<file path="src/assert_macros.svh">
// ----------------------------------------------------------------------------
// Assertion macros
// Shared concurrent assertion helpers, compiled out for synthesis.
// ----------------------------------------------------------------------------
`ifndef ASSERT_MACROS_SVH
`define ASSERT_MACROS_SVH
`ifndef SYNTHESIS
// Same-cycle implication, disabled during reset.
`define ASSERT_IMPLY(label, clk, rst_n, ante, cons) \
  label: assert property (@(posedge clk) disable iff (!rst_n) (ante) |-> (cons)) \
    else $error("assertion failed: implication");
// Next-cycle implication, disabled during reset.
`define ASSERT_NEXT(label, clk, rst_n, ante, cons) \
  label: assert property (@(posedge clk) disable iff (!rst_n) (ante) |=> (cons)) \
    else $error("assertion failed: next-cycle implication");
`else
`define ASSERT_IMPLY(label, clk, rst_n, ante, cons)
`define ASSERT_NEXT(label, clk, rst_n, ante, cons)
`endif
`endif

</file>
<file path="src/mrbft_pkg.sv">
// ----------------------------------------------------------------------------
// Model rail bus transceiver package
// Beat types, bus constants, codes and controller/datapath interface structs.
// ----------------------------------------------------------------------------
package mrbft_pkg;

  // Bus geometry.
  localparam int FrameBits     = 1536;
  localparam int BaseFrameBits = 96;
  localparam int HuntMinBits   = 192;
  localparam int HuntLastIdx   = 190;
  localparam int ChanBits      = 12;

  localparam logic [11:0] SyncMask    = 12'hFEF;
  localparam logic [11:0] SyncZero    = 12'h928;
  localparam logic [11:0] PayloadMask = 12'h6DB;

  // Function codes.
  localparam logic [2:0] FuncRise  = 3'd0;
  localparam logic [2:0] FuncFall  = 3'd1;
  localparam logic [2:0] FuncRead  = 3'd2;
  localparam logic [2:0] FuncWrite = 3'd3;
  localparam logic [2:0] FuncTick  = 3'd4;
  localparam logic [2:0] FuncDrop  = 3'd5;

  // Sync phase codes.
  localparam logic [2:0] PhHunt  = 3'd0;
  localparam logic [2:0] PhWait1 = 3'd1;
  localparam logic [2:0] PhFind  = 3'd2;
  localparam logic [2:0] PhWait2 = 3'd3;
  localparam logic [2:0] PhSync  = 3'd4;

  typedef struct packed {
    logic [2:0] func;
    logic       data_bit;
    logic [6:0] channel;
    logic [7:0] channel_value;
  } in_beat_t;

  typedef struct packed {
    logic       drive_enable;
    logic       drive_value;
    logic [7:0] channel_data;
    logic [2:0] sync_phase_out;
  } out_beat_t;

  // Commands from the controller to the datapath.
  typedef struct packed {
    logic       load_item;
    logic       idx_clr;
    logic       idx_inc;
    logic       clr_wr;
    logic       rise_upd;
    logic       rise_wr;
    logic       fall_wr;
    logic       base_ch;
    logic       base_zero;
    logic       base_next;
    logic       rd_take;
    logic       wr_chan;
    logic       hunt_take;
    logic       hunt_apply;
    logic       find_apply;
    logic       phase_set;
    logic [2:0] phase_val;
    logic       drop;
    logic       out_load;
  } ctrl_cmd_t;

  // Status from the datapath to the controller.
  typedef struct packed {
    logic [2:0] func;
    logic [2:0] phase;
    logic       rise_byte;
    logic       bc_in_frame;
    logic       bc_ge_hunt;
    logic       frame_passed;
    logic       mark_bit;
    logic       idx_last_clear;
    logic       idx_last_byte;
    logic       idx_last_chan;
    logic       idx_last_hunt;
    logic       hunt_zero3;
    logic       hunt_ok;
    logic       sync_match;
    logic       base_last;
  } ctrl_sts_t;

  // First bit position of a channel in the frame.
  function automatic logic [10:0] channel_start(input logic [6:0] ch);
    logic [10:0] a;
    logic [10:0] b;
    a = {7'd0, 4'd15 - ch[3:0]} * 11'd96;
    b = {8'd0, 3'd7 - ch[6:4]} * 11'd12;
    return a + b;
  endfunction

  // Spread a payload byte over twelve wire bits with padding ones.
  function automatic logic [11:0] expand_byte(input logic [7:0] v);
    return {1'b1, v[7:6], 1'b1, v[5:4], 1'b1, v[3:2], 1'b1, v[1:0]};
  endfunction

  // Collect the payload bits back out of twelve wire bits.
  function automatic logic [7:0] collapse_word(input logic [11:0] w);
    return {w[10:9], w[7:6], w[4:3], w[1:0]};
  endfunction

endpackage

</file>
<file path="src/mrbft_ctrl.sv">
// ----------------------------------------------------------------------------
// Model rail bus transceiver controller
// Sequences each function over the datapath and owns the handshakes.
// ----------------------------------------------------------------------------
module mrbft_ctrl (
  input  logic                 clk_i,
  input  logic                 rst_ni,
  input  logic                 in_valid_i,
  output logic                 in_stall_o,
  output logic                 out_valid_o,
  input  logic                 out_stall_i,
  input  mrbft_pkg::ctrl_sts_t sts_i,
  output mrbft_pkg::ctrl_cmd_t cmd_o
);
  import mrbft_pkg::*;

  localparam logic [3:0] SClear   = 4'd0;
  localparam logic [3:0] SIdle    = 4'd1;
  localparam logic [3:0] SExec    = 4'd2;
  localparam logic [3:0] SRiseWr  = 4'd3;
  localparam logic [3:0] SFallChk = 4'd4;
  localparam logic [3:0] SRdAdr   = 4'd5;
  localparam logic [3:0] SRdDat   = 4'd6;
  localparam logic [3:0] SRdEval  = 4'd7;
  localparam logic [3:0] SWrChan  = 4'd8;
  localparam logic [3:0] SHuntAdr = 4'd9;
  localparam logic [3:0] SHuntDat = 4'd10;
  localparam logic [3:0] SDone    = 4'd11;

  logic [3:0] state_q, state_d;
  logic       out_valid_q, out_valid_d;

  assign in_stall_o  = state_q != SIdle;
  assign out_valid_o = out_valid_q;

  // Next state and command decode.
  always_comb begin
    state_d = state_q;
    cmd_o   = '0;
    case (state_q)
      SClear: begin
        cmd_o.clr_wr  = 1'b1;
        cmd_o.idx_inc = 1'b1;
        if (sts_i.idx_last_clear) begin
          cmd_o.idx_clr = 1'b1;
          state_d       = SIdle;
        end
      end
      SIdle: begin
        if (in_valid_i) begin
          cmd_o.load_item = 1'b1;
          cmd_o.idx_clr   = 1'b1;
          state_d         = SExec;
        end
      end
      SExec: begin
        state_d = SDone;
        case (sts_i.func)
          FuncRise: begin
            cmd_o.rise_upd = 1'b1;
            if (sts_i.rise_byte) begin
              state_d = SRiseWr;
            end
          end
          FuncFall: state_d = SFallChk;
          FuncRead: begin
            cmd_o.base_ch = 1'b1;
            state_d       = SRdAdr;
          end
          FuncWrite: begin
            cmd_o.base_ch = 1'b1;
            state_d       = SWrChan;
          end
          FuncTick: begin
            case (sts_i.phase)
              PhHunt: begin
                if (sts_i.bc_ge_hunt) begin
                  cmd_o.base_zero = 1'b1;
                  state_d         = SHuntAdr;
                end
              end
              PhWait1: begin
                cmd_o.phase_set = sts_i.frame_passed;
                cmd_o.phase_val = PhFind;
              end
              PhWait2: begin
                cmd_o.phase_set = sts_i.frame_passed;
                cmd_o.phase_val = PhSync;
              end
              PhFind, PhSync: begin
                cmd_o.base_zero = 1'b1;
                state_d         = SRdAdr;
              end
              default: begin
                cmd_o.phase_set = 1'b1;
                cmd_o.phase_val = PhHunt;
              end
            endcase
          end
          FuncDrop: cmd_o.drop = 1'b1;
          default: state_d = SDone;
        endcase
      end
      SRiseWr: begin
        cmd_o.rise_wr = 1'b1;
        cmd_o.idx_inc = 1'b1;
        if (sts_i.idx_last_byte) begin
          state_d = SDone;
        end
      end
      SFallChk: begin
        cmd_o.fall_wr = sts_i.bc_in_frame && sts_i.mark_bit;
        state_d       = SDone;
      end
      SRdAdr: state_d = SRdDat;
      SRdDat: begin
        cmd_o.rd_take = 1'b1;
        if (sts_i.idx_last_chan) begin
          cmd_o.idx_clr = 1'b1;
          state_d       = SRdEval;
        end else begin
          cmd_o.idx_inc = 1'b1;
          state_d       = SRdAdr;
        end
      end
      SRdEval: begin
        state_d = SDone;
        if (sts_i.func == FuncTick) begin
          if (sts_i.phase == PhSync) begin
            cmd_o.phase_set = !sts_i.sync_match;
            cmd_o.phase_val = PhHunt;
          end else if (sts_i.sync_match) begin
            cmd_o.find_apply = 1'b1;
          end else if (sts_i.base_last) begin
            cmd_o.phase_set = 1'b1;
            cmd_o.phase_val = PhHunt;
          end else begin
            cmd_o.base_next = 1'b1;
            state_d         = SRdAdr;
          end
        end
      end
      SWrChan: begin
        cmd_o.wr_chan = 1'b1;
        cmd_o.idx_inc = 1'b1;
        if (sts_i.idx_last_chan) begin
          state_d = SDone;
        end
      end
      SHuntAdr: state_d = SHuntDat;
      SHuntDat: begin
        cmd_o.hunt_take = 1'b1;
        if (sts_i.hunt_zero3) begin
          cmd_o.hunt_apply = sts_i.hunt_ok;
          state_d          = SDone;
        end else if (sts_i.idx_last_hunt) begin
          state_d = SDone;
        end else begin
          cmd_o.idx_inc = 1'b1;
          state_d       = SHuntAdr;
        end
      end
      SDone: begin
        if (!out_valid_q || !out_stall_i) begin
          cmd_o.out_load = 1'b1;
          state_d        = SIdle;
        end
      end
      default: state_d = SIdle;
    endcase
  end

  // Result beat stays valid until taken.
  always_comb begin
    out_valid_d = out_valid_q && out_stall_i;
    if (cmd_o.out_load) begin
      out_valid_d = 1'b1;
    end
  end

  always_ff @(posedge clk_i or negedge rst_ni) begin
    if (!rst_ni) begin
      state_q     <= SClear;
      out_valid_q <= 1'b0;
    end else begin
      state_q     <= state_d;
      out_valid_q <= out_valid_d;
    end
  end

endmodule

</file>
<file path="config.mk">
export PLATFORM = sky130hd
export DESIGN_NAME = mrbft_ctrl
export DESIGN_NICKNAME = d
export VERILOG_FILES = /design/src/assert_macros.svh /design/src/mrbft_pkg.sv /design/src/mrbft_ctrl.sv
export SDC_FILE = /design/constraint.sdc
export NUM_CORES = 1
export LEC_CHECK = 0
export BUFFER_PORTS_ARGS = -buffer_cell sky130_fd_sc_hd__buf_2
export CAP_MARGIN = 20
export CORE_MARGIN = 1
export CORE_UTILIZATION = 40
export CTS_BUF_LIST = sky130_fd_sc_hd__clkbuf_4 sky130_fd_sc_hd__clkbuf_8
export CTS_CLUSTER_SIZE = 30
export DETAILED_ROUTE_END_ITERATION = 8
export GPL_ROUTABILITY_DRIVEN = 0
export PLACE_DENSITY = 0.78
export SLEW_MARGIN = 20
export SYNTH_ARGS = -nofsm -noshare
export SYNTH_HDL_FRONTEND = slang
export SYNTH_SLANG_ARGS = --single-unit
</file>
<file path="constraint.sdc">
create_clock -name clk_i -period 1.9 [get_ports clk_i]
set_clock_uncertainty 0.05 [all_clocks]
set_input_delay 0.095 -clock clk_i [delete_from_list [all_inputs] [get_ports clk_i]]
set_output_delay 0.095 -clock clk_i [all_outputs]
set_load 0.02 [all_outputs]
</file>
After elaboration in Yosys (flattened, before gate mapping):

Cells that the tools add are included.

* RAM bits: 0
* bits in registers: 5
* output and inout bits: 23
* ROM bits: 0
* latch bits: 0
* memories kept: 0

* $lt $le $gt $ge: 0
* bitwise operators: 0
* shift-type cells: 0
* mux-type cells: 60
* $add $sub $neg: 0
* div/mod/pow operators: 0
* equal/unequal tests: 26
* multiply operators: 0
* reductions and logical operators: 14

Operators by type and width (count)
* 4-bit 2-to-1 mux: 14
* 4-bit case mux with 12 select lines: 1
* 1-bit 2-to-1 mux: 30
* 4-bit case mux with 5 select lines: 1
* 4-bit by 3-bit equality test with 1-bit output, second input constant: 4
* 4-bit equality test, second input constant: 4
* 4-bit case mux with 2 select lines: 2
* 2-bit 2-to-1 mux: 7
* 3-bit by 2-bit equality test with 1-bit output, second input constant: 4
* 4-bit case mux with 3 select lines: 1
* 2-bit inequality test, second input constant: 5
* 3-bit equality test, second input constant: 3
* 4-bit by 2-bit equality test with 1-bit output, second input constant: 2
* 3-bit by 1-bit equality test with 1-bit output, second input constant: 2
* 3-bit logical NOT: 2
* 1-bit case mux with 3 select lines: 2
* 3-bit OR reduction: 2
* 5-bit 2-to-1 mux: 1
* 5-bit AND reduction: 1
* 4-bit by 1-bit equality test with 1-bit output, second input constant: 1
* 4-bit logical NOT: 1
* 4-bit by 1-bit inequality test with 1-bit output, second input constant: 1
* 2-bit OR reduction: 2
* 1-bit logical NOT: 3
* other kinds (3): 4

Depth between registers and ports, before layout:

Gate-level depths: netlist (run 1).

* word-level depth: 5
* gate-level depth with buffers: 7
* mapped depth without buffers: 5

Worst setup path after synthesis (run 1):

No wires, ideal clock.

* kind: register to output
* from: register state_q[3]
* to: output port cmd_o[3] (netlist name)
* required time: 1.755 ns
* arrival time: 1.818 ns
* setup slack: -0.063 ns
* stages on the path, launching flop included: 7
* path buffers: 2
* cells stage by stage: dfrtp_1 > buf_2 > clkbuf_1 > nor2_1 > nand2_2 > nor2_1 > nor4bb_1

RTL lines
* start, declared: RTL line mrbft_ctrl.sv:30 `logic [3:0] state_q, state_d;`
* start signal, assigned: RTL line mrbft_ctrl.sv:183 `state_q <= SClear;`
* start signal, assigned: RTL line mrbft_ctrl.sv:186 `state_q <= state_d;`
* end, declared: RTL line mrbft_ctrl.sv:13 `output mrbft_pkg::ctrl_cmd_t cmd_o`

Worst setup path after layout (run 1):

* from: register state_q[1]
* to: register state_q[0]

* word-level cells in the longest chain between the ends: 3
* elaborated cells between the ends (all ways): 19

Ends and longest elaborated chain
* 4-bit equality test, or another cell as far along: RTL line mrbft_ctrl.sv:40 `case (state_q)`
* 2-bit inequality test (no source line)
* 5-bit AND reduction (no source line)

Parallel ways exist; a longest one is shown, timed or not.
A chain may end at the register's enable or synchronous reset.

==> results of run 1 <==
[final cells by class]
type | instances | area (um2)
multi-input combinational | 99 | 629
fill | 156 | 586
timing repair buffer | 58 | 334
sequential | 5 | 128
tap | 25 | 31.3
clock buffer | 4 | 30.0
inverter | 2 | 7.51
[cells in the mapped netlist (2+ instances only)]
library cell,number,share of area
buf_4,2,0.020
inv_1,2,0.0099
nand3_1,5,0.033
nand2b_1,5,0.041
nor2_1,22,0.11
dfrtp_1,5,0.16
xnor2_1,2,0.023
nor3_1,10,0.066
o31ai_1,2,0.020
nand2_1,8,0.040
a21oi_1,5,0.033
o21ai_1,2,0.013
a211oi_1,2,0.020
nor3b_1,3,0.030
clkbuf_1,4,0.020
nor2b_1,2,0.016
o21ai_0,3,0.020
a21boi_0,2,0.020
nor4_1,3,0.025
buf_2,3,0.020
[per-layer routing]
metal | routed length (um) | track usage | vias up
li1 | - | - | 529
met1 | 977 | 0.292 | 499
met2 | 1230 | 0.394 | 68
met3 | 202 | 0.0159 | 6
met4 | 63 | 0.0909 | 0
met5 | 0 | 0 | -
[logic make-up (layout without fill, tap and decap cells)]
family	count (synthesis)	after routing	share of synthesized area
xor gates and xnor gates	2	2	0.0231
muxes	1	1	0.0132
other	1	1	0.00494
and+or+nand+nor	69	69	0.478
AOI/OAI and AO/OA	26	26	0.232
buffers and inverters	12	64	0.0840
DFF	5	5	0.165
[sequential cells by signal (all words and copies together) (netlist names)]
register / flops
state_q: 4
out_valid_o: 1
[cell usage in the layout (no fill, tap or decap), types with 4 or more instances in the layout]
cell	synthesis	final
nor2_1	22	20
clkbuf_4	0	4
nand2b_1	5	4
nand2_1	8	8
buf_4	2	13
nand3_1	5	5
nor3_1	10	10
buf_2	3	43
a21oi_1	5	5
[per-stage QoR]
stage | setup TNS (ps) | setup slack (ps) | std cells | cell area (um2)
floorplan | 0 | 97.8 | 116 | 766
global placement | 0 | 102 | 186 | 1040
detailed placement | 0 | 57.5 | 186 | 1040
CTS | 0 | 20.9 | 193 | 1110
global route | -73.8 | -41.1 | 193 | 1160
finish | 0 | 51.6 | 193 | 1160
[how the worst max path moves through the flow]
stage,from,endpoint,slack (ps),depth (start not counted)
after floorplan,state_q[0],state_q[0],100,5
after global placement,state_q[1],state_q[0],100,5
after detailed placement,state_q[1],state_q[0],60,5
after CTS,state_q[1],cmd_o[3],20,6
after global routing,state_q[1],cmd_o[3],-40,6
final,state_q[1],state_q[0],50,5
[where the power goes]
group	internal, W	switching [W]	leakage (nW)
Sequential	0.000152	0.0000467	0.0613
Clock	0.0000934	0.0000402	0.0184
Combinational	0.000454	0.000614	0.460
[repair_timing]
action / 4_1_cts / 5_1_grt
hold buffers: 1 / 0
endpoints found under the hold margin: 5 / 0
endpoints found under the setup margin: 2 / 7
cloned: 0 / 0
resized for setup: 2 / 13
buffers inserted: 2 / 0
pin swaps: 0 / 1
[critical path, delay by kind of cell, from the launching register on]
kind	cells	cell delay, ps
AND/OR/NAND/NOR	3	870
AO/OA/AOI/OAI	2	390
flip-flops	1	420
==> impl_metrics.py, run 1 <==
metrics = {
    "timing": {
        "fin_hold_ws_ps": 78.2,
        "timing.final.crit_share": 0.973,
        "rsz0062_at_grt": "true",
        "fin_crit_ps": 1850,
        "fmax_mhz": 541,
        "setup_viol": 0,
        "finalHoldViolCount": 0,
        "drv_slew": 0,
    },
    "floorplanning": {
        "die_h_um": 45.6,
        "io-pin-count": 46,
        "die_area_mm2": 0.00208,
        "die_w_um": 45.6,
        "fp.coreArea_mm2": 0.00175,
        "start_util": 0.435,
        "placementRows": 15,
    },
    "drt": {
        "drc": 0,
        "wl_per_cell_um": 12.8,
        "detail_route.first_pass.iterations": 4,
        "drt-initial-drc-count": 58,
        "num_vias": 1102,
        "ant_nets": 0,
        "drt_wl_total_um": 2470,
        "avgViaCountPerCell": 5.71,
    },
    "hold_path": {
        "min_from": "out_stall_i",
        "hp-class": "input port to flip-flop",
        "min_path_cells": 3,
        "min_to": "out_valid_o",
    },
    "clock_network": {
        "cts_buffers": 3,
        "cts_tree": "done",
        "cts_root_buf": "clkbuf_4",
        "htreeDepth": 1,
        "cts.sinks": 5,
        "clk_pin_slew_worst_paths_ps": 40,
        "ctsLongestPathBuffers": 2,
        "insertion_delay_ps": 230,
    },
    "logic_synthesis": {
        "ys.warnings.count": 0,
        "syn_area_per_cell_um2": 6.55,
        "synth_ff_type": "dfrtp_1",
        "ys_ff_latch": 5,
        "async_reset_ff_frac": 1.00,
        "syn-num-nets": 139,
        "yosysUniqueCellTypes": 44,
        "synth_enable_flop_cells": 0,
        "synthCells": 116,
        "synth_area_um2": 759,
        "ys_seq_area_frac": 0.165,
    },
    "pwr": {
        "leakagePower_nw": 0.540,
        "total_power_w": 0.00140,
        "ir_drop_mv": 0.797,
        "power.density_mw_per_mm2": 1210,
    },
    "worst_setup_path": {
        "worst_ep_required_time_ps": 1970,
        "crit_chain": "and2_1 -> nand3_1 -> o21ai_1 -> or4b_4 -> o31a_1",
        "r2r_start": "state_q[1]",
        "end_kind": "flip-flop",
        "reg2reg_depth": 5,
        "cp-start-kind": "flip-flop",
        "reg2reg_slack_ps": 50,
        "cpMaxStageDelayCell": "or4b_4",
        "critPathKind": "flip-flop to flip-flop",
        "r2r_end": "state_q[0]",
        "worstPathArrival_ps": 1920,
        "max_stage_delay_ps": 560,
        "crit_fanout": 5,
    },
    "cells_and_area": {
        "diodes": 0,
        "nets": 192,
        "drive_gt1_frac": 0.435,
        "syn2layout_area_growth_pct": 52.7,
        "fin_util": 0.665,
    },
    "global_routing": {
        "grt_usage": 0.228,
        "grt_start_max_net_pins": 14,
        "gr-total-overflow": 0,
        "grt_pass1_vias": 870,
        "antenna_found_initial": 0,
        "grt_pass1_wl_um": 3520,
    },
    "placement": {
        "hpwl_um": 1830,
        "io_buffers": 44,
    },
    "run_status": {
        "status": "completed",
    },
    "job": {
        "cap_violations": 0,
    },
}
(Power assumes the default switching activity.)
==> inputs of run 2 (changes only) <==
--- a/config.mk
+++ b/config.mk
@@ -13,7 +13,7 @@
 export CTS_CLUSTER_SIZE = 30
 export DETAILED_ROUTE_END_ITERATION = 8
 export GPL_ROUTABILITY_DRIVEN = 0
-export PLACE_DENSITY = 0.78
+export PLACE_DENSITY = 0.75
 export SLEW_MARGIN = 20
 export SYNTH_ARGS = -nofsm -noshare
 export SYNTH_HDL_FRONTEND = slang
==> constraint.sdc (replaced) <==
create_clock -name clk_i -period 2 [get_ports clk_i]
set_clock_uncertainty 0.05 [all_clocks]
set_input_delay 0.1 -clock clk_i [delete_from_list [all_inputs] [get_ports clk_i]]
set_output_delay 0.1 -clock clk_i [all_outputs]
set_load 0.02 [all_outputs]
==> run 2 against run 1 <==
Net effect:
- die area unchanged
- global-route usage fell by 1.2 points
- hold slack gained 2.1 ps
- combinational power is 15% lower
- first-iteration DRC count fell by 47%
- sequential power decreased by 7%
- power down 12%
- setup slack better by 66 ps
- non-clock buffer count decreased by 3
- utilization down 3.8 points
- largest power group unchanged
==> impl_metrics.py, run 2 (synthesized netlist as in run 1, its figures left out) <==
metrics = {
    "run_status": {
        "status": "completed",
    },
    "worst_setup_path": {
        "cp-start-kind": "flip-flop",
        "worst_ep_required_time_ps": 2070,
        "crit_fanout": 4,
        "worstPathArrival_ps": 1960,
        "end_kind": "flip-flop",
        "critPathKind": "flip-flop to flip-flop",
    },
    "global_routing": {
        "grt_pass1_vias": 803,
        "gr-total-overflow": 0,
        "antenna_found_initial": 0,
        "grt_usage": 0.217,
        "grt_pass1_wl_um": 3360,
        "grt_start_max_net_pins": 14,
    },
    "timing": {
        "setup_viol": 0,
        "fin_hold_ws_ps": 80.3,
        "finalSetupTns_ps": 0,
        "finalHoldViolCount": 0,
        "timing.final.crit_share": 0.941,
        "fin_crit_ps": 1880,
        "fmax_mhz": 531,
        "drv_slew": 0,
    },
    "drt": {
        "wl_per_cell_um": 11.8,
        "drc": 0,
        "drt-initial-drc-count": 31,
        "avgViaCountPerCell": 5.43,
        "num_vias": 1032,
        "drt_wl_total_um": 2240,
        "detail_route.first_pass.iterations": 4,
        "ant_nets": 0,
    },
    "clock_network": {
        "cts_root_buf": "clkbuf_4",
        "htreeDepth": 1,
        "cts_tree": "done",
        "ctsLongestPathBuffers": 2,
        "insertion_delay_ps": 240,
        "cts_setup_buffers": 0,
        "cts_buffers": 3,
        "cts.sinks": 5,
        "clk_pin_slew_worst_paths_ps": 40,
    },
    "cells_and_area": {
        "fin_cells": 190,
        "syn2layout_area_growth_pct": 44.0,
        "design_area_mm2": 0.00109,
        "largest_register_ff_count": 4,
        "diodes": 0,
        "nets": 189,
        "fillers": 169,
        "final_cell_mix": "buf_2, nor2_1, nor3_1, buf_4, nand2_1",
        "top_register": "state_q",
        "drive_gt1_frac": 0.394,
        "mostFrequentLayoutCell": "buf_2",
    },
    "placement": {
        "io_buffers": 44,
        "numPlacedInstances": 185,
        "placed_area_mm2": 0.00103,
        "hpwl_um": 1740,
    },
    "hold_path": {
        "hp-class": "input port to flip-flop",
    },
    "pwr": {
        "total_power_w": 0.00123,
        "power.density_mw_per_mm2": 1120,
        "ir_drop_mv": 1.09,
        "leakagePower_nw": 0.515,
    },
    "floorplanning": {
        "io-pin-count": 46,
        "die_area_mm2": 0.00208,
        "start_util": 0.435,
        "die_h_um": 45.6,
        "placementRows": 15,
        "fp.coreArea_mm2": 0.00175,
        "die_w_um": 45.6,
    },
    "job": {
        "cap_violations": 0,
    },
}
run 2: area by class of cell:
class | instances | area [um2] | area share
Timing Repair Buffer | 55 | 312 | 0.285
Inverter | 2 | 7.51 | 0.00686
Tap cell | 25 | 31.3 | 0.0286
Sequential cell | 5 | 125 | 0.114
Multi-Input combinational cell | 99 | 588 | 0.538
Clock buffer | 4 | 30.0 | 0.0275
run 2: critical path, cell delays in order, from the launching register on:
cell and delay, ps:
dfrtp_1 410, and2_1 200, nand3_1 110, o21ai_1 90, or4b_1 580, o31a_1 320
run 2: worst paths after layout:
| path | start | endpoint | slack, ps | depth (start not counted) |
|---|---|---|---|---|
| setup / recovery | state_q[1] | state_q[0] | 120 | 5 |
| hold / removal | out_stall_i | out_valid_o | 80 | 3 |
| setup reg to reg | state_q[1] | state_q[0] | 120 | 5 |
| hold reg to reg | out_valid_o | out_valid_o | 500 | 2 |
| max in group asynchronous | rst_ni | state_q[1] | 1610 | 2 |
| min in group asynchronous | rst_ni | state_q[3] | 160 | 2 |
run 2: what timing repair did:
action	in CTS	in global routing
hold buffers	1	0
endpoints found under the setup margin	0	2
resized for setup	0	6
endpoints found under the hold margin	5	0
run 2: power breakdown:
group          internal, W  total, W  leakage (nW)  switching [W]
Combinational     0.000374  0.000913         0.432       0.000539
Clock            0.0000889  0.000130        0.0184      0.0000411
Sequential        0.000142  0.000186        0.0643      0.0000441
Total             0.000605   0.00123         0.515       0.000625
run 2: metal layers:
metal  GRT usage  up-vias  part of all wire
met4      0.0182        0                 0
met3      0.0476        0             0.066
met1       0.296      470              0.45
li1            -      520                 -
met2       0.360       42              0.49
met5           0        -                 0
run 2: metrics by stage:
step,setup WS (ps),util
2_1_floorplan,32.0,-
3_3_place_gp,185,0.590
3_5_place_dp,141,0.590
4_1_cts,60.4,0.613
5_1_grt,-9.15,0.627
6_report,118,0.627
